### config.mk
export PLATFORM = sky130hd
export DESIGN_NAME = tap_tempo_ratio_rhythm_generator
export DESIGN_NICKNAME = d
export VERILOG_FILES = /design/src/rtl/ttr_pkg.sv /design/src/rtl/ttr_div.sv /design/src/rtl/ttr_datapath.sv /design/src/rtl/ttr_ctrl.sv /design/src/rtl/tap_tempo_ratio_rhythm_generator.sv
export VERILOG_INCLUDE_DIRS = /design/src /design/src/rtl
export SDC_FILE = /design/constraint.sdc
export NUM_CORES = 1
export LEC_CHECK = 0
export BUFFER_PORTS_ARGS = -buffer_cell sky130_fd_sc_hd__buf_2
export CAP_MARGIN = 15
export CORE_MARGIN = 3
export CORE_UTILIZATION = 28
export DETAILED_ROUTE_END_ITERATION = 10
export GPL_ROUTABILITY_DRIVEN = 0
export GPL_TIMING_DRIVEN = 0
export SLEW_MARGIN = 20
export SYNTH_ARGS = -nofsm -noshare
export SYNTH_HDL_FRONTEND = slang
export SYNTH_SLANG_ARGS = --single-unit
### constraint.sdc
create_clock -name clk -period 6.55 [get_ports clk]
set_clock_uncertainty 0.05 [all_clocks]
set_input_delay 1.6375 -clock clk [delete_from_list [all_inputs] [get_ports clk]]
set_output_delay 1.6375 -clock clk [all_outputs]
set_load 0.01 [all_outputs]
### src/rtl/tap_tempo_ratio_rhythm_generator_defines.svh
// Assertion macros shared by the tap tempo rhythm generator RTL.
`ifndef TAP_TEMPO_RATIO_RHYTHM_GENERATOR_DEFINES_SVH
`define TAP_TEMPO_RATIO_RHYTHM_GENERATOR_DEFINES_SVH

// Same-cycle implication, sampled on clk, off while rst_n is low.
`define TTR_ASSERT_NOW(label, cond, conseq, msg) \
  label: assert property (@(posedge clk) disable iff (!rst_n) (cond) |-> (conseq)) \
    else $error(msg);

// Next-cycle implication, sampled on clk, off while rst_n is low.
`define TTR_ASSERT_NEXT(label, cond, conseq, msg) \
  label: assert property (@(posedge clk) disable iff (!rst_n) (cond) |=> (conseq)) \
    else $error(msg);

`endif

### src/rtl/ttr_pkg.sv
// Package of the tap tempo rhythm generator: constants, codes and control structs.
package ttr_pkg;

  localparam int COUNT_WIDTH_DEF = 16;
  localparam int RATIO_ENTRIES   = 3;
  localparam int RATIO_IDX_MAX   = RATIO_ENTRIES - 1;
  localparam int RESYNC_COUNT    = 16000;
  localparam int INITIAL_PERIOD  = 320;
  localparam int INITIAL_PULSE   = 16;
  localparam int SPAN_NUMERATOR  = RATIO_ENTRIES << 8;

  localparam int CFG_IDX_W  = 3;
  localparam int CFG_DATA_W = 8;
  localparam int PULSE_W    = 8;
  localparam int RATIO_W    = 4;
  localparam int SENSOR_W   = 8;
  localparam int DIVISOR_W  = 8;
  localparam int IDX_W      = 2;
  localparam int QSPAN_W    = 10;
  localparam int IN_DATA_W  = 16;
  localparam int IN_USER_W  = 1;
  localparam int OUT_DATA_W = 8;

  // Register reset values
  localparam logic [PULSE_W-1:0] PULSE_BASE_RST = 8'd16;
  localparam logic [RATIO_W-1:0] MUL_0_RST = 4'd1;
  localparam logic [RATIO_W-1:0] MUL_1_RST = 4'd2;
  localparam logic [RATIO_W-1:0] MUL_2_RST = 4'd3;
  localparam logic [RATIO_W-1:0] DIV_0_RST = 4'd3;
  localparam logic [RATIO_W-1:0] DIV_1_RST = 4'd3;
  localparam logic [RATIO_W-1:0] DIV_2_RST = 4'd4;

  // Register indexes
  typedef enum logic [CFG_IDX_W-1:0] {
    CFG_PULSE_BASE = 3'd0,
    CFG_MUL_0      = 3'd1,
    CFG_MUL_1      = 3'd2,
    CFG_MUL_2      = 3'd3,
    CFG_DIV_0      = 3'd4,
    CFG_DIV_1      = 3'd5,
    CFG_DIV_2      = 3'd6
  } cfg_index_t;

  // Controller to datapath
  typedef struct packed {
    logic accept;
    logic div_start;
    logic finish;
  } ttr_cmd_t;

  // Datapath to controller
  typedef struct packed {
    logic is_slow;
    logic recalc;
    logic span_nz;
    logic div_done;
    logic out_free;
  } ttr_status_t;

endpackage

### src/rtl/ttr_div.sv
// Restoring divider, one quotient bit per cycle, 8-bit divisor.
module ttr_div #(
  parameter int DW = ttr_pkg::COUNT_WIDTH_DEF
) (
  input  logic                           clk,
  input  logic                           rst_n,
  input  logic                           start,
  input  logic [DW-1:0]                  dividend,
  input  logic [ttr_pkg::DIVISOR_W-1:0]  divisor,
  output logic [DW-1:0]                  quotient,
  output logic                           done
);

  localparam int CW = $clog2(DW + 1);
  localparam int RW = ttr_pkg::DIVISOR_W;

  logic [DW-1:0] quo_r, quo_nxt;
  logic [RW-1:0] rem_r, rem_nxt;
  logic [RW-1:0] dvsr_r, dvsr_nxt;
  logic [CW-1:0] cnt_r, cnt_nxt;
  logic          busy_r, busy_nxt;
  logic          done_r, done_nxt;
  logic [RW:0]   trial;
  logic [RW:0]   diff;
  logic          ge;

  // one shift-subtract step
  assign trial = {rem_r, quo_r[DW-1]};
  assign diff  = trial - {1'b0, dvsr_r};
  assign ge    = trial >= {1'b0, dvsr_r};

  always_comb begin
    quo_nxt  = quo_r;
    rem_nxt  = rem_r;
    dvsr_nxt = dvsr_r;
    cnt_nxt  = cnt_r;
    busy_nxt = busy_r;
    done_nxt = 1'b0;
    if (start) begin
      quo_nxt  = dividend;
      rem_nxt  = '0;
      dvsr_nxt = divisor;
      cnt_nxt  = CW'(DW);
      busy_nxt = 1'b1;
    end else if (busy_r) begin
      quo_nxt = {quo_r[DW-2:0], ge};
      rem_nxt = ge ? diff[RW-1:0] : trial[RW-1:0];
      cnt_nxt = cnt_r - 1'b1;
      if (cnt_r == CW'(1)) begin
        busy_nxt = 1'b0;
        done_nxt = 1'b1;
      end
    end
  end

  always_ff @(posedge clk) begin
    quo_r  <= quo_nxt;
    rem_r  <= rem_nxt;
    dvsr_r <= dvsr_nxt;
    if (!rst_n) begin
      cnt_r  <= '0;
      busy_r <= 1'b0;
      done_r <= 1'b0;
    end else begin
      cnt_r  <= cnt_nxt;
      busy_r <= busy_nxt;
      done_r <= done_nxt;
    end
  end

  assign quotient = quo_r;
  assign done     = done_r;

endmodule

### src/rtl/ttr_datapath.sv
// Datapath: rhythm state, configuration registers, shared divider, result register.
module ttr_datapath #(
  parameter int COUNT_WIDTH = ttr_pkg::COUNT_WIDTH_DEF
) (
  input  logic                            clk,
  input  logic                            rst_n,
  input  ttr_pkg::ttr_cmd_t               cmd,
  output ttr_pkg::ttr_status_t            st,
  input  logic [ttr_pkg::IN_USER_W-1:0]   in_tuser,
  input  logic [ttr_pkg::IN_DATA_W-1:0]   in_tdata,
  input  logic                            cfg_we,
  input  logic [ttr_pkg::CFG_IDX_W-1:0]   cfg_index,
  input  logic [ttr_pkg::CFG_DATA_W-1:0]  cfg_data,
  output logic                            out_tvalid,
  input  logic                            out_tready,
  output logic [ttr_pkg::OUT_DATA_W-1:0]  out_tdata
);

  localparam int W   = COUNT_WIDTH;
  localparam int PW  = ttr_pkg::PULSE_W;
  localparam int RTW = ttr_pkg::RATIO_W;
  localparam int SW  = ttr_pkg::SENSOR_W;
  localparam int QW  = ttr_pkg::QSPAN_W;
  localparam int IW  = ttr_pkg::IDX_W;
  localparam int MAXC = (2 ** W) - 1;
  localparam logic [W-1:0] RESYNC =
    W'((ttr_pkg::RESYNC_COUNT < MAXC) ? ttr_pkg::RESYNC_COUNT : MAXC);
  localparam logic [W-1:0] INIT_PERIOD = W'(ttr_pkg::INITIAL_PERIOD);
  localparam logic [PW-1:0] INIT_PULSE = PW'(ttr_pkg::INITIAL_PULSE);
  localparam logic [IW-1:0] IDX_MAX = IW'(ttr_pkg::RATIO_IDX_MAX);

  // rhythm state
  logic [W-1:0]   beat_r, beat_nxt;
  logic [W-1:0]   main_r, main_nxt;
  logic [W-1:0]   sec_r, sec_nxt;
  logic [W-1:0]   sper_r, sper_nxt;
  logic [W-1:0]   tap_r, tap_nxt;
  logic [PW-1:0]  pleft_r, pleft_nxt;
  logic           pact_r, pact_nxt;
  logic           recalc_r, recalc_nxt;
  logic           son_r, son_nxt;
  logic [RTW-1:0] cmul_r, cmul_nxt;
  logic [RTW-1:0] cdiv_r, cdiv_nxt;
  logic [SW-1:0]  low_r, low_nxt;
  logic [SW-1:0]  high_r, high_nxt;
  // latched beat
  logic           slow_r;
  logic [SW-1:0]  smp_r;
  // configuration
  logic [PW-1:0]  base_r;
  logic [RTW-1:0] rmul_r [ttr_pkg::RATIO_ENTRIES];
  logic [RTW-1:0] rdiv_r [ttr_pkg::RATIO_ENTRIES];
  // result register
  logic           out_valid_r, out_valid_nxt;
  logic           motor_r;
  logic           sen_r;

  logic           key_release;
  logic           key_long;
  logic [SW-1:0]  sample;
  logic [RTW-1:0] cdiv_nz;
  logic [SW-1:0]  span;
  logic [SW-1:0]  offs;
  logic [W-1:0]   div_dividend;
  logic [ttr_pkg::DIVISOR_W-1:0] div_divisor;
  logic [W-1:0]   quotient;
  logic           div_done;
  logic [W+RTW-1:0] period_prod;
  logic [QW+SW-1:0] idx_prod;
  logic [QW-1:0]    idx_raw;
  logic [IW-1:0]    idx;

  assign key_release = in_tdata[0];
  assign key_long    = in_tdata[1];
  assign sample      = in_tdata[SW+1:2];

  assign cdiv_nz = (cdiv_r == '0) ? RTW'(1) : cdiv_r;
  assign span    = high_r - low_r;
  assign offs    = smp_r - low_r;

  // divider operands: sensor scale on a slow beat, period on a fast one
  assign div_dividend = slow_r ? W'(ttr_pkg::SPAN_NUMERATOR) : beat_r;
  assign div_divisor  = slow_r ? span : {{(ttr_pkg::DIVISOR_W-RTW){1'b0}}, cdiv_nz};

  ttr_div #(
    .DW(W)
  ) u_div (
    .clk      (clk),
    .rst_n    (rst_n),
    .start    (cmd.div_start),
    .dividend (div_dividend),
    .divisor  (div_divisor),
    .quotient (quotient),
    .done     (div_done)
  );

  assign period_prod = (W+RTW)'(quotient) * (W+RTW)'(cmul_r);
  assign idx_prod    = (QW+SW)'(quotient[QW-1:0]) * (QW+SW)'(offs);
  assign idx_raw     = idx_prod[QW+SW-1:SW];

  // ratio entry, clamped; a flat sensor range picks entry zero
  always_comb begin
    if (high_r <= low_r) begin
      idx = '0;
    end else if (idx_raw > QW'(IDX_MAX)) begin
      idx = IDX_MAX;
    end else begin
      idx = idx_raw[IW-1:0];
    end
  end

  // state update
  always_comb begin
    logic [W-1:0]  sp;
    logic [W-1:0]  mc;
    logic [W-1:0]  sc;
    logic          pa;
    logic [PW-1:0] pl;
    beat_nxt   = beat_r;
    main_nxt   = main_r;
    sec_nxt    = sec_r;
    sper_nxt   = sper_r;
    tap_nxt    = tap_r;
    pleft_nxt  = pleft_r;
    pact_nxt   = pact_r;
    recalc_nxt = recalc_r;
    son_nxt    = son_r;
    cmul_nxt   = cmul_r;
    cdiv_nxt   = cdiv_r;
    low_nxt    = low_r;
    high_nxt   = high_r;
    sp = recalc_r ? period_prod[W-1:0] : sper_r;
    mc = main_r + 1'b1;
    sc = sec_r + 1'b1;
    pa = pact_r;
    pl = pleft_r;

    if (cmd.accept && in_tuser[0]) begin
      // slow beat: keys and sensor range
      if (key_release) begin
        beat_nxt = tap_r;
        tap_nxt  = '0;
        main_nxt = RESYNC;
      end
      if (key_long) begin
        son_nxt = !son_r;
      end
      if (sample < low_r) begin
        low_nxt = sample;
      end
      if (sample > high_r) begin
        high_nxt = sample;
      end
      recalc_nxt = 1'b1;
    end else if (cmd.finish && slow_r) begin
      unique case (idx)
        2'd0: begin
          cmul_nxt = rmul_r[0];
          cdiv_nxt = rdiv_r[0];
        end
        2'd1: begin
          cmul_nxt = rmul_r[1];
          cdiv_nxt = rdiv_r[1];
        end
        default: begin
          cmul_nxt = rmul_r[2];
          cdiv_nxt = rdiv_r[2];
        end
      endcase
    end else if (cmd.finish) begin
      // fast beat: count, fire, shape the pulse
      if (sc >= sp) begin
        sc = '0;
        if (son_r) begin
          pa = 1'b1;
        end
      end
      if (mc >= beat_r) begin
        mc = '0;
        pa = 1'b1;
      end
      if (pa) begin
        pl = pl - 1'b1;
        if (pl == '0) begin
          pa = 1'b0;
          pl = base_r + sp[PW+3:4];
        end
      end
      main_nxt   = mc;
      sec_nxt    = sc;
      tap_nxt    = tap_r + 1'b1;
      sper_nxt   = sp;
      recalc_nxt = 1'b0;
      pact_nxt   = pa;
      pleft_nxt  = pl;
    end
  end

  // result register
  always_comb begin
    out_valid_nxt = out_valid_r;
    if (cmd.finish) begin
      out_valid_nxt = 1'b1;
    end else if (out_tready) begin
      out_valid_nxt = 1'b0;
    end
  end

  always_ff @(posedge clk) begin
    if (cmd.accept) begin
      slow_r <= in_tuser[0];
      smp_r  <= sample;
    end
    if (cmd.finish) begin
      motor_r <= pact_nxt;
      sen_r   <= son_r;
    end
    if (!rst_n) begin
      beat_r      <= INIT_PERIOD;
      main_r      <= '0;
      sec_r       <= '0;
      sper_r      <= INIT_PERIOD;
      tap_r       <= '0;
      pleft_r     <= INIT_PULSE;
      pact_r      <= 1'b0;
      recalc_r    <= 1'b0;
      son_r       <= 1'b1;
      cmul_r      <= RTW'(1);
      cdiv_r      <= RTW'(1);
      low_r       <= '1;
      high_r      <= '0;
      out_valid_r <= 1'b0;
    end else begin
      beat_r      <= beat_nxt;
      main_r      <= main_nxt;
      sec_r       <= sec_nxt;
      sper_r      <= sper_nxt;
      tap_r       <= tap_nxt;
      pleft_r     <= pleft_nxt;
      pact_r      <= pact_nxt;
      recalc_r    <= recalc_nxt;
      son_r       <= son_nxt;
      cmul_r      <= cmul_nxt;
      cdiv_r      <= cdiv_nxt;
      low_r       <= low_nxt;
      high_r      <= high_nxt;
      out_valid_r <= out_valid_nxt;
    end
  end

  // configuration writes, unknown index ignored
  always_ff @(posedge clk) begin
    if (!rst_n) begin
      base_r    <= ttr_pkg::PULSE_BASE_RST;
      rmul_r[0] <= ttr_pkg::MUL_0_RST;
      rmul_r[1] <= ttr_pkg::MUL_1_RST;
      rmul_r[2] <= ttr_pkg::MUL_2_RST;
      rdiv_r[0] <= ttr_pkg::DIV_0_RST;
      rdiv_r[1] <= ttr_pkg::DIV_1_RST;
      rdiv_r[2] <= ttr_pkg::DIV_2_RST;
    end else if (cfg_we) begin
      unique case (ttr_pkg::cfg_index_t'(cfg_index))
        ttr_pkg::CFG_PULSE_BASE: base_r    <= cfg_data;
        ttr_pkg::CFG_MUL_0:      rmul_r[0] <= cfg_data[RTW-1:0];
        ttr_pkg::CFG_MUL_1:      rmul_r[1] <= cfg_data[RTW-1:0];
        ttr_pkg::CFG_MUL_2:      rmul_r[2] <= cfg_data[RTW-1:0];
        ttr_pkg::CFG_DIV_0:      rdiv_r[0] <= cfg_data[RTW-1:0];
        ttr_pkg::CFG_DIV_1:      rdiv_r[1] <= cfg_data[RTW-1:0];
        ttr_pkg::CFG_DIV_2:      rdiv_r[2] <= cfg_data[RTW-1:0];
        default: ;
      endcase
    end
  end

  assign st.is_slow  = slow_r;
  assign st.recalc   = recalc_r;
  assign st.span_nz  = high_r > low_r;
  assign st.div_done = div_done;
  assign st.out_free = !out_valid_r || out_tready;

  assign out_tvalid = out_valid_r;
  assign out_tdata  = {{(ttr_pkg::OUT_DATA_W-2){1'b0}}, sen_r, motor_r};

endmodule

### src/rtl/ttr_ctrl.sv
// Controller: sequences accept, divide and result write for one beat at a time.
module ttr_ctrl (
  input  logic                  clk,
  input  logic                  rst_n,
  input  logic                  in_tvalid,
  output logic                  in_tready,
  input  ttr_pkg::ttr_status_t  st,
  output ttr_pkg::ttr_cmd_t     cmd
);

  typedef enum logic [1:0] {
    S_IDLE,
    S_PREP,
    S_DIV,
    S_FIN
  } state_t;

  state_t state_r, state_nxt;
  logic   ready_r;

  always_comb begin
    state_nxt = state_r;
    cmd       = '0;
    unique case (state_r)
      S_IDLE: begin
        if (in_tvalid && ready_r) begin
          cmd.accept = 1'b1;
          state_nxt  = S_PREP;
        end
      end
      // divide only when a ratio or a new period is needed
      S_PREP: begin
        if (st.is_slow ? st.span_nz : st.recalc) begin
          cmd.div_start = 1'b1;
          state_nxt     = S_DIV;
        end else begin
          state_nxt = S_FIN;
        end
      end
      S_DIV: begin
        if (st.div_done) begin
          state_nxt = S_FIN;
        end
      end
      // hold until the result register is free
      S_FIN: begin
        if (st.out_free) begin
          cmd.finish = 1'b1;
          state_nxt  = S_IDLE;
        end
      end
      default: state_nxt = S_IDLE;
    endcase
  end

  always_ff @(posedge clk) begin
    if (!rst_n) begin
      state_r <= S_IDLE;
      ready_r <= 1'b0;
    end else begin
      state_r <= state_nxt;
      ready_r <= (state_nxt == S_IDLE);
    end
  end

  assign in_tready = ready_r;

endmodule

### src/rtl/tap_tempo_ratio_rhythm_generator.sv
// Two-rhythm motor pulse generator with tap tempo: input, result and register ports.
//
// Input beats: in_tuser[0] selects a fast tick (0) or a slow control tick (1);
// in_tdata carries key_release, key_long and the 8-bit sensor sample.
// Every input beat yields one result beat: motor_on and second_enabled.
// Registers are written through cfg_we/cfg_index/cfg_data while idle.
//
// Sequence: a fast tick with no pending recalculation goes from accept through
// the prepare and finish states back to idle, where the next beat can be accepted.
// A fast tick after a slow tick, or a slow tick with a non-zero sensor span,
// also runs the shared radix-2 divider in a divide state between the two.
// The result register is written in the finish state once it is free and
// shows the result on the following cycle.
//
// Reset (rst_n low, synchronous) restores the rhythm state, configuration
// registers and handshake; the block is ready in the cycle after rst_n rises.
// While out_tready is low a finished result stays in the output register; one
// further beat is accepted and computed, then held until the register frees.
module tap_tempo_ratio_rhythm_generator #(
  parameter int COUNT_WIDTH = ttr_pkg::COUNT_WIDTH_DEF
) (
  input  logic                            clk,
  input  logic                            rst_n,
  input  logic                            in_tvalid,
  output logic                            in_tready,
  // [0] key_release, [1] key_long, [9:2] sensor_sample, rest zero
  input  logic [ttr_pkg::IN_DATA_W-1:0]   in_tdata,
  // [0] action
  input  logic [ttr_pkg::IN_USER_W-1:0]   in_tuser,
  output logic                            out_tvalid,
  input  logic                            out_tready,
  // [0] motor_on, [1] second_enabled, rest zero
  output logic [ttr_pkg::OUT_DATA_W-1:0]  out_tdata,
  input  logic                            cfg_we,
  input  logic [ttr_pkg::CFG_IDX_W-1:0]   cfg_index,
  input  logic [ttr_pkg::CFG_DATA_W-1:0]  cfg_data
);

  `include "tap_tempo_ratio_rhythm_generator_defines.svh"

  ttr_pkg::ttr_cmd_t    cmd;
  ttr_pkg::ttr_status_t st;

  ttr_ctrl u_ctrl (
    .clk       (clk),
    .rst_n     (rst_n),
    .in_tvalid (in_tvalid),
    .in_tready (in_tready),
    .st        (st),
    .cmd       (cmd)
  );

  ttr_datapath #(
    .COUNT_WIDTH(COUNT_WIDTH)
  ) u_dp (
    .clk        (clk),
    .rst_n      (rst_n),
    .cmd        (cmd),
    .st         (st),
    .in_tuser   (in_tuser),
    .in_tdata   (in_tdata),
    .cfg_we     (cfg_we),
    .cfg_index  (cfg_index),
    .cfg_data   (cfg_data),
    .out_tvalid (out_tvalid),
    .out_tready (out_tready),
    .out_tdata  (out_tdata)
  );

  // busy once a beat is taken
  `TTR_ASSERT_NEXT(a_busy_after_accept, cmd.accept, !in_tready, "ready after accept")
  // a result is only written into a free register
  `TTR_ASSERT_NOW(a_finish_free, cmd.finish, st.out_free, "result register overwritten")
  // a written result is offered next cycle
  `TTR_ASSERT_NEXT(a_finish_valid, cmd.finish, out_tvalid, "result not presented")

endmodule

==> metrics, run 1 <==
net count reported at finish=1993; Cell Int Power=0.00308 W; part of the Yosys area used for sequential elements=31.2%; commonest non-fill, non-tap cells in the layout=sky130_fd_sc_hd__nand2_1 (201), sky130_fd_sc_hd__inv_1 (158), sky130_fd_sc_hd__dfxtp_1 (138); final standard cell count with taps included and fillers excluded=2444; total via count in the routed design=11800; synthesized area per cell=8.86 um2; met1 wire length=16900 um; count of final hold-check violations=0; post-synthesis simple-gate area fraction=18.4%; run status=complete, but fails checks; count of input and output buffers=29; share of flip-flops with an asynchronous set or reset after synthesis=0%; ANT nets after route=0; overall die area=55600 um2; post-synthesis xor/xnor area fraction=5.57%; Netlist cell types=71; Top Layer Used=met4; CORE AREA=51800 um2; CTS H-tree lvls=1; area leader, netlist=sky130_fd_sc_hd__dfxtp_1; Initial Utilization=28.5%; P_leak=7.39 nW; maximum number of pins on one net before global-route repair=17; initial antenna violation count=0; endpoint kind of the worst setup timing path=flip-flop; Post-Route Setup TNS=-0.183 ns; switching power=0.00182 W; min setup slack post-route=-0.0743 ns; detailed route wirelength on metal3=1440 um; shortest clock period the worst path allows after layout=6.62 ns; top-level I/O count=43; worst-skew pair later-pin latency=0.51 ns; total grt overflow=0; cell count after synthesis=1669; die height=236 um; crit path kind=flip-flop to flip-flop; setup repair after global routing missed its margin=yes; Root Driver=sky130_fd_sc_hd__clkbuf_16; worst hold path class=flip-flop to flip-flop; diodes inserted=0; max-cap violation count=0; vias in the first global route=11900; number of buffers created by CTS=22; combinational group share of total power=46.8%; CTS Sinks=201; critical path's slowest cell=sky130_fd_sc_hd__fa_1; Worst Max-Slew Pin Slew=0.951 ns; Net Sw Frac=37.1%; synthesis-stage register bit count=201; startpoint type of the worst setup path=flip-flop; Final period util=101%; synthesized-area fraction occupied by ao, oa, aoi and oai cells=14.5%; Primary FF master, synth=sky130_fd_sc_hd__dfxtp_1; initial DRC count=654; critical path required time=6.89 ns; Warnings, synthesis=0; slew margin rel.=36.4%; per-cell via count in the routed design=4.81; synth-to-layout area growth=15.3%; met2 routed wirelength=17800 um; most common library cell in the layout ignoring fill and taps=sky130_fd_sc_hd__nand2_1; half-perimeter wire length after detailed placement=28800 um; portion of netlist area occupied by mux cells=2.27%; wire per inst=15.2 um; violations in the final reports=setup timing; Setup-failing EPs final=5; DRC viols=0; cell repeated most along the worst path=sky130_fd_sc_hd__fa_1; sequential share of power=27.6%; area share of the largest cell type after synthesis=19.2%; worst hold-check slack=0.410 ns; share of power burned in the clock network=25.6%; largest cells by area after synthesis=sky130_fd_sc_hd__dfxtp_1 (19%), sky130_fd_sc_hd__edfxtp_1 (12%), sky130_fd_sc_hd__ha_1 (12%), sky130_fd_sc_hd__fa_1 (10%), sky130_fd_sc_hd__nand2_1 (5.1%); layout cell share with drive strength beyond 1=9.47%; TritonRoute pass-1 iters=5; Max Fanout on Critical Path=8; TritonCTS clock tree=yes; upper clock frequency limit=151 MHz; Adder-Cell Fraction of Synth Area=21.8%; slowest stage delay, CP=0.56 ns; Rows=83; CP arrival=6.97 ns; Detailed Route WL=37100 um; maximum number of buffers from clock root to sink=3; clock transition at the registers of the reported paths=0.06 ns; post-synthesis instance area=14800 um2; placed cells=2383; total power density per cell area=287 nW/um2; Post-synth EDFFs=59; worst voltage drop across the vdd grid=0.000279 V; pins over their slew limit=0; GR Util All Layers=13.2%; Die W=236 um; global-route wire length before repair=60900 um; dominant combinational cell family by area after synthesis=adder cells
## kinds of logic after synthesis
kind of cell	Yosys count
other	1
DFF	201
buffers and inverters	235
xor gates and xnor gates	94
muxes	33
and+or+nand+nor	563
adders and majority gates	212
AOI/OAI and AO/OA	330
## repair_timing
action / 4_1_cts / 5_1_grt
setup buffers: 13 / 9
gates cloned: 0 / 1
resized for setup: 45 / 38
pin swaps: 31 / 8
hold buffers: 0 / 0
endpoints found under the setup margin: 22 / 34
## state kept, by name (all words and copies together) (netlist names), 12 cells and up
| name | flops |
|---|---|
| u_dp.beat_r | 16 |
| u_dp.main_r | 16 |
| u_dp.rdiv_r | 12 |
| u_dp.rmul_r | 12 |
| u_dp.sec_r | 16 |
| u_dp.sper_r | 16 |
| u_dp.tap_r | 16 |
| u_dp.u_div.quotient | 16 |
## final timing paths
kind | start | end | slack (ns) | cells past startpoint
worst max register to register | u_dp.low_r[1] | u_dp.cmul_r[0] | -0.07 | 31
worst min register to register | u_dp.beat_r[2] | u_dp.beat_r[2] | 0.41 | 2
worst min-delay path | u_dp.beat_r[2] | u_dp.beat_r[2] | 0.41 | 2
worst max-delay path | u_dp.low_r[1] | u_dp.cmul_r[0] | -0.07 | 31
## power groups by stage
| stage | sequential (W) | clock, W | combinational, W |
|---|---|---|---|
| after global placement | 0.00138 | 0 | 0.00169 |
| after detailed placement | 0.00138 | 0 | 0.00176 |
| after CTS | 0.00135 | 0.00128 | 0.00217 |
| after global routing | 0.00135 | 0.00133 | 0.00256 |
| final | 0.00135 | 0.00125 | 0.00229 |
| after floorplan | 0.00137 | 0 | 0.00136 |
## layer usage
metal	GRT usage, %	vias to the layer above
met3	1.72	55
li1	-	5816
met2	23.1	215
met1	17.0	5675
met5	0	-
met4	3.74	0
## cells in the mapped netlist (28+ instances only)
| master | n |
|---|---|
| sky130_fd_sc_hd__nand2_1 | 201 |
| sky130_fd_sc_hd__inv_1 | 163 |
| sky130_fd_sc_hd__dfxtp_1 | 142 |
| sky130_fd_sc_hd__ha_1 | 136 |
| sky130_fd_sc_hd__nor2_1 | 115 |
| sky130_fd_sc_hd__a21oi_1 | 99 |
| sky130_fd_sc_hd__and2_1 | 82 |
| sky130_fd_sc_hd__fa_1 | 76 |
| sky130_fd_sc_hd__o21ai_0 | 61 |
| sky130_fd_sc_hd__edfxtp_1 | 59 |
| sky130_fd_sc_hd__clkbuf_1 | 55 |
| sky130_fd_sc_hd__xnor2_1 | 49 |
| sky130_fd_sc_hd__xor2_1 | 45 |
| sky130_fd_sc_hd__nand3_1 | 30 |
| sky130_fd_sc_hd__a21o_1 | 29 |
| sky130_fd_sc_hd__mux2i_1 | 29 |
| sky130_fd_sc_hd__and3_1 | 28 |
## per-stage QoR
stage | utilization, % | area (um2) | total power, W | setup slack, ns
6_report | 32.9 | 17100 | 0.00489 | -0.0743
5_1_grt | 32.9 | 17100 | 0.00524 | -0.414
4_1_cts | 32.6 | 16900 | 0.00480 | -0.0210
3_5_place_dp | 30.6 | 15800 | 0.00314 | -0.917
3_3_place_gp | 30.6 | 15800 | 0.00306 | -0.778
2_1_floorplan | - | 14800 | 0.00273 | 0.0405
## worst max-delay path, delay by kind of cell (launching register included)
family                   cells  cell delay, ns
adder cells (fa/ha/maj)      6            2.60
XOR/XNOR                     2            0.24
AND/OR/NAND/NOR              8            1.05
flip-flops                   1            0.35
AO/OA/AOI/OAI                9            1.59
buffers and inverters        6            0.61
## area by class of cell
type	count	area, um2
sequential	201	4620
inverter	163	614
multi-input combinational	1239	9570
buffer	70	328
clock buffer	28	614
tap	680	851
clock inverter	12	113
timing repair buffer	51	348
fill	5315	34800
No activity file was read; power rests on OpenSTA's default activity.
==> run 2, diff against run 1 <==
--- a/config.mk
+++ b/config.mk
@@ -6,8 +6,9 @@
 export SDC_FILE = /design/constraint.sdc
 export NUM_CORES = 1
 export LEC_CHECK = 0
+export ABC_AREA = 1
 export BUFFER_PORTS_ARGS = -buffer_cell sky130_fd_sc_hd__buf_2
-export CAP_MARGIN = 15
+export CAP_MARGIN = 20
 export CORE_MARGIN = 3
 export CORE_UTILIZATION = 28
 export DETAILED_ROUTE_END_ITERATION = 10
==> run 2 against run 1 <==
The run now ends clean. Fmax increased by 6.8%. Core utilization decreased by 0.28 points. Global-route usage increased by 1.2 points. Flip-flop and latch count unchanged. Sequential share of layout area decreased by 0.91 points. Total power increased by 34%. Synthesized area increased by 3.7%. Cell count increased by 15%. Die area increased by 3.7%. Sequential power increased by 3%. Count of clock-buffer cells in the layout increased by 4. First-iteration DRC count increased by 6.4%. Largest cell class unchanged.
==> metrics, run 2 <==
upper clock frequency limit=161 MHz; global-route layer with the greatest usage=met2; DRC viols=0; Design Power=0.00654 W; initial antenna violation count=0; depth of the most critical reg-to-reg path=35; worst voltage drop across the vdd grid=0.000393 V; post-synthesis instance area=15300 um2; Worst Max-Slew Pin Slew=0.993 ns; Setup-failing EPs final=0; worst hold-check slack=0.396 ns; part of the Yosys area used for sequential elements=30.1%; Warnings, synthesis=0; Post-CTS Hold Buffers=0; worst hold path class=flip-flop to flip-flop; initial DRC count=696; synth-to-layout area growth=14.9%; clock transition at the registers of the reported paths=0.06 ns; Cell Int Power=0.00363 W; CORE AREA=54000 um2; slew margin rel.=32.9%; worst-skew pair later-pin latency=0.55 ns; Net Sw Frac=44.6%; CTS Sinks=201; most common library cell in the layout ignoring fill and taps=sky130_fd_sc_hd__nand2_1; global routing met2 resource utilization=25.6%; ANT nets after route=0; total via count in the routed design=13400; area leader, netlist=sky130_fd_sc_hd__dfxtp_1; synthesis-stage register bit count=201; share of flip-flops with an asynchronous set or reset after synthesis=0%; total grt overflow=0; Post-synth EDFFs=59; TritonCTS clock tree=yes; CTS H-tree lvls=1; diodes inserted=0; pins over their slew limit=0; destination of the worst register-to-register timing path=u_dp.cdiv_r[1]; top-level I/O count=43; count of input and output buffers=30; half-perimeter wire length after detailed placement=32700 um; number of filler instances in the final layout=5671; share of power burned in the clock network=21.9%; Die W=240 um; shortest clock period the worst path allows after layout=6.20 ns; number of buffers created by CTS=25; P_leak=8.13 nW; switching power=0.00291 W; Primary FF master, synth=sky130_fd_sc_hd__dfxtp_1; critical path required time=6.95 ns; cell repeated most along the worst path=sky130_fd_sc_hd__nand2_1; sequential share of power=21.3%; commonest non-fill, non-tap cells in the layout=sky130_fd_sc_hd__nand2_1 (387), sky130_fd_sc_hd__inv_1 (351), sky130_fd_sc_hd__nor2_1 (152); hold_sp=u_dp.sper_r[0]; crit path kind=flip-flop to flip-flop; Netlist cell types=56; leading cell types by count after synthesis=sky130_fd_sc_hd__nand2_1 (401), sky130_fd_sc_hd__inv_1 (354), sky130_fd_sc_hd__nor2_1 (162), sky130_fd_sc_hd__a21oi_1 (158), sky130_fd_sc_hd__dfxtp_1 (142); vias in the first global route=13400; TritonRoute pass-1 iters=5; maximum number of pins on one net before global-route repair=22; worst reg2reg setup slack=0.35 ns; Rows=85; Final period util=94.7%; launch point of the worst reg-to-reg path=u_dp.smp_r[2]; area share of the largest cell type after synthesis=18.5%; leading cell type by number of instances after synthesis=sky130_fd_sc_hd__nand2_1; wire per inst=14.9 um; met3 Usage GRT=1.36%; critical path's slowest cell=sky130_fd_sc_hd__fa_1; layout cell share with drive strength beyond 1=10.1%; net count reported at finish=2346; maximum number of buffers from clock root to sink=3; count of final hold-check violations=0; max-cap violation count=0; slowest stage delay, CP=0.55 ns; depth of the worst hold-timing path=2; endpoint kind of the worst setup timing path=flip-flop; combinational group share of total power=56.8%; Detailed Route WL=41800 um; run status=complete, no violations; largest cells by area after synthesis=sky130_fd_sc_hd__dfxtp_1 (19%), sky130_fd_sc_hd__edfxtp_1 (12%), sky130_fd_sc_hd__ha_1 (11%), sky130_fd_sc_hd__fa_1 (9.9%), sky130_fd_sc_hd__nand2_1 (9.8%); per-cell via count in the routed design=4.76; cell count after synthesis=2025; WHS Endpoint=u_dp.sper_r[0]; synthesized area per cell=7.58 um2; overall die area=57700 um2; Initial Utilization=28.4%; die height=240 um; GR met1 Demand/Resource=18.6%; GR Util All Layers=14.4%; CP arrival=6.60 ns; global-route wire length before repair=67700 um; startpoint type of the worst setup path=flip-flop; Root Driver=sky130_fd_sc_hd__clkbuf_16; Max Fanout on Critical Path=5; total power density per cell area=371 nW/um2
==> run 2: cell count changes after synthesis, sizes merged, moves of 28 or more <==
cell | previous run | this run
o21ai | 64 | 136
nand3 | 30 | 91
inv | 163 | 366
nand2 | 201 | 411
nor2 | 115 | 178
a21o | 29 | 1
xnor2 | 49 | 19
and2 | 83 | 1
a21oi | 101 | 159
==> run 2: repair_timing <==
item | in CTS | in global routing
gates cloned | 0 | 1
pin swaps | 1 | 35
resized for setup | 10 | 61
endpoints found under the setup margin | 8 | 8
setup buffers | 5 | 8
==> run 2: per-stage QoR <==
| step | setup TNS [ns] | cells | setup slack (ns) | utilization [%] | area, um2 |
|---|---|---|---|---|---|
| after floorplan | 0 | 2030 | 0.508 | - | 15400 |
| final | 0 | 2815 | 0.350 | 32.6 | 17600 |
| after CTS | 0 | 2806 | 0.0161 | 32.0 | 17300 |
| after global placement | -3.44 | 2756 | -0.450 | 30.3 | 16400 |
| after detailed placement | -3.56 | 2756 | -0.494 | 30.3 | 16400 |
| after global routing | -0.436 | 2815 | -0.0749 | 32.6 | 17600 |
==> run 2: kinds of logic after synthesis <==
family,Yosys count,share of synthesized area [%]
XOR/XNOR,61,3.53
adder cells (fa/ha/maj),212,21.0
AND/OR/NAND/NOR,756,21.5
flip-flops,201,30.1
AO/OA/AOI/OAI,359,12.8
multiplexers,3,0.196
buffers and inverters,432,10.9
other,1,0.0244
==> run 2: final cells by class <==
class | count | area (um2) | area share (%)
multi-input cells | 1398 | 9380 | 53.2
flip-flops and latches | 201 | 4620 | 26.2
inverters | 371 | 1390 | 7.90
well taps | 696 | 871 | 4.94
clock buffers | 32 | 662 | 3.75
plain buffers | 61 | 277 | 1.57
repair buffers | 43 | 248 | 1.41
clock inverters | 13 | 185 | 1.05
==> run 2: how the worst max path moves through the flow <==
stage,startpoint,endpoint,slack (ns),cells past startpoint
final,u_dp.smp_r[2],u_dp.cdiv_r[1],0.35,35
after global routing,u_dp.smp_r[2],u_dp.cdiv_r[1],-0.07,35
after CTS,u_dp.low_r[1],u_dp.cdiv_r[2],0.02,34
after detailed placement,u_dp.low_r[1],u_dp.cdiv_r[2],-0.49,36
after global placement,u_dp.low_r[2],u_dp.cmul_r[3],-0.45,36
after floorplan,u_dp.smp_r[2],u_dp.cdiv_r[0],0.51,35
==> run 2: power by group through the flow <==
stage / combinational (W) / clock (W) / sequential (W)
floorplan: 0.00223 / 0 / 0.00140
global placement: 0.00286 / 0 / 0.00141
detailed placement: 0.00288 / 0 / 0.00142
CTS: 0.00300 / 0.00146 / 0.00139
global route: 0.00418 / 0.00151 / 0.00140
finish: 0.00371 / 0.00143 / 0.00139
==> run 2: routing by layer <==
metal / wire [um] / vias up
met4: 1130 / 0
met2: 20400 / 302
met3: 1800 / 60
met1: 18500 / 6381
li1: - / 6663
met5: 0 / -
==> run 2: worst max-delay path: cells and delay by family, from the launching register on <==
kind            cells  cell delay, ns
compound gates      4            0.52
flops               1            0.41
simple gates       20            1.91
fa+ha+maj           6            2.61
buf+inv             4            0.34
xor+xnor            1            0.31
==> run 3, diff against run 2 <==
--- a/config.mk
+++ b/config.mk
@@ -7,7 +7,8 @@
 export NUM_CORES = 1
 export LEC_CHECK = 0
 export ABC_AREA = 1
-export BUFFER_PORTS_ARGS = -buffer_cell sky130_fd_sc_hd__buf_2
+export ABC_CLOCK_PERIOD_IN_PS = 6550
+export BUFFER_PORTS_ARGS = -buffer_cell sky130_fd_sc_hd__buf_4
 export CAP_MARGIN = 20
 export CORE_MARGIN = 3
 export CORE_UTILIZATION = 28
==> run 3 against run 2 <==
Critical path type unchanged. Total power shrank 3.9%. Combinational power shrank 2%. Count of clock-buffer cells in the layout is the same. Highest routed layer unchanged. Non-clock buffer count shrank 2. Critical path depth is the same. Die area is the same.
==> metrics, run 3 (synthesis gave the netlist of run 2 again) <==
run status=complete, no violations; TritonRoute pass-1 iters=7; vias in the first global route=13300; Max Fanout on Critical Path=6; Worst Max-Slew Pin Slew=1.16 ns; CP bufs+invs=7; global-route wire length before repair=67700 um; worst-skew pair later-pin latency=0.54 ns; total via count in the routed design=13400; Post-Route Setup TNS=0 ns; Worst path top cell family by delay=adder cells; overall die area=57700 um2; global routing met2 resource utilization=26.0%; count of input and output buffers=30; Net Sw Frac=44.9%; share of power burned in the clock network=20.3%; net count reported at finish=2342; P_leak=8.09 nW; per-cell via count in the routed design=4.77; clock transition at the registers of the reported paths=0.06 ns; switching power=0.00282 W; CORE AREA=54000 um2; shortest clock period the worst path allows after layout=6.21 ns; combinational group share of total power=57.6%; half-perimeter wire length after detailed placement=32800 um; diodes inserted=0; Final period util=94.9%; WHS Endpoint=u_dp.sper_r[0]; maximum number of pins on one net before global-route repair=22; Die W=240 um; slowest stage delay, CP=0.53 ns; total grt overflow=0; total power density per cell area=358 nW/um2; die height=240 um; CTS Sinks=201; depth of the most critical reg-to-reg path=35; Design Power=0.00628 W; number of buffers created by CTS=23; Detailed Route WL=41800 um; worst voltage drop across the vdd grid=0.000559 V; wire per inst=14.9 um; Root Driver=sky130_fd_sc_hd__clkbuf_16; critical path's slowest cell=sky130_fd_sc_hd__fa_1; DRC viols=0; worst hold-check slack=0.404 ns; initial DRC count=835; slew margin rel.=22.3%; sequential share of power=22.1%; endpoint kind of the worst setup timing path=flip-flop; most common library cell in the layout ignoring fill and taps=sky130_fd_sc_hd__nand2_1; Worst Setup Slack post-DPL=-0.450 ns; synth-to-layout area growth=14.4%; worst reg2reg setup slack=0.34 ns; TritonCTS clock tree=yes; GR met1 Demand/Resource=18.3%; initial antenna violation count=0; crit path kind=flip-flop to flip-flop; CTS H-tree lvls=1; startpoint type of the worst setup path=flip-flop; GR Util All Layers=14.5%; Cell Int Power=0.00346 W; count of final hold-check violations=0; ANT nets after route=0; upper clock frequency limit=161 MHz; worst hold path class=flip-flop to flip-flop; global-route layer with the greatest usage=met2; commonest non-fill, non-tap cells in the layout=sky130_fd_sc_hd__nand2_1 (389), sky130_fd_sc_hd__inv_1 (350), sky130_fd_sc_hd__nor2_1 (153); max-cap violation count=0; destination of the worst register-to-register timing path=u_dp.cmul_r[3]; hold_sp=u_dp.sper_r[0]; Initial Utilization=28.4%; cell repeated most along the worst path=sky130_fd_sc_hd__nand2_1; critical path required time=6.97 ns; maximum number of buffers from clock root to sink=3; Rows=85; launch point of the worst reg-to-reg path=u_dp.smp_r[0]; Post-CTS Hold Buffers=0; met3 Usage GRT=1.36%; top-level I/O count=43; Setup-failing EPs final=0; depth of the worst hold-timing path=2; CP arrival=6.64 ns; min setup slack post-route=0.335 ns; pins over their slew limit=0; layout cell share with drive strength beyond 1=9.70%
==> run 3: changes by cell type in the layout (fill, tap and decap cells not counted), moves of 3 or more <==
cell,before,now
sky130_fd_sc_hd__buf_4,23,51
sky130_fd_sc_hd__buf_2,38,8
sky130_fd_sc_hd__clkinv_2,3,6
sky130_fd_sc_hd__ha_4,6,9
sky130_fd_sc_hd__bufinv_16,4,1
==> run 3: what timing repair did <==
action | in CTS | in global routing
gates resized for setup | 8 | 58
hold endpoints to repair | 0 | 0
pin swaps | 1 | 31
setup buffers | 4 | 7
gates cloned | 0 | 1
setup endpoints to repair | 8 | 8
==> run 3: worst min-delay path, stage by stage (launching register included) <==
cell,delay [ns]
sky130_fd_sc_hd__dfxtp_1,0.30
sky130_fd_sc_hd__inv_1,0.06
sky130_fd_sc_hd__a21oi_1,0.05
==> run 3: power groups by stage <==
stage / combinational (W) / clock (W) / sequential, W
6_report: 0.00362 / 0.00128 / 0.00139
3_5_place_dp: 0.00289 / 0 / 0.00142
2_1_floorplan: 0.00223 / 0 / 0.00140
3_3_place_gp: 0.00287 / 0 / 0.00141
4_1_cts: 0.00299 / 0.00130 / 0.00139
5_1_grt: 0.00408 / 0.00135 / 0.00140
==> run 3: worst max path at each step <==
stage | startpoint | endpoint | cells after the start
floorplan | u_dp.smp_r[2] | u_dp.cdiv_r[0] | 35
global placement | u_dp.smp_r[2] | u_dp.cmul_r[3] | 35
detailed placement | u_dp.smp_r[2] | u_dp.cmul_r[3] | 35
CTS | u_dp.smp_r[2] | u_dp.cmul_r[2] | 34
global route | u_dp.smp_r[0] | u_dp.cmul_r[3] | 35
finish | u_dp.smp_r[0] | u_dp.cmul_r[3] | 35
==> run 3: layout make-up <==
class | instances | area (um2)
Fill cell | 5707 | 36500
Sequential cell | 201 | 4620
Multi-Input combinational cell | 1398 | 9370
Clock buffer | 32 | 639
Tap cell | 696 | 871
Clock inverter | 10 | 86.3
Timing Repair Buffer | 41 | 308
Inverter | 371 | 1390
Buffer | 61 | 277
==> run 3: stage by stage <==
stage | std cells | util, % | cell area (um2)
after floorplan | 2030 | - | 15400
after global placement | 2756 | 30.5 | 16500
after detailed placement | 2756 | 30.5 | 16500
after CTS | 2802 | 31.9 | 17300
after global routing | 2810 | 32.5 | 17600
final | 2810 | 32.5 | 17600
==> run 3: per-layer routing <==
layer  part of all wire [%]  vias to the layer above
met1                     44                     6381
met3                    4.5                       69
met4                    2.7                        0
met2                     49                      308
met5                      0                        -
li1                       -                     6652
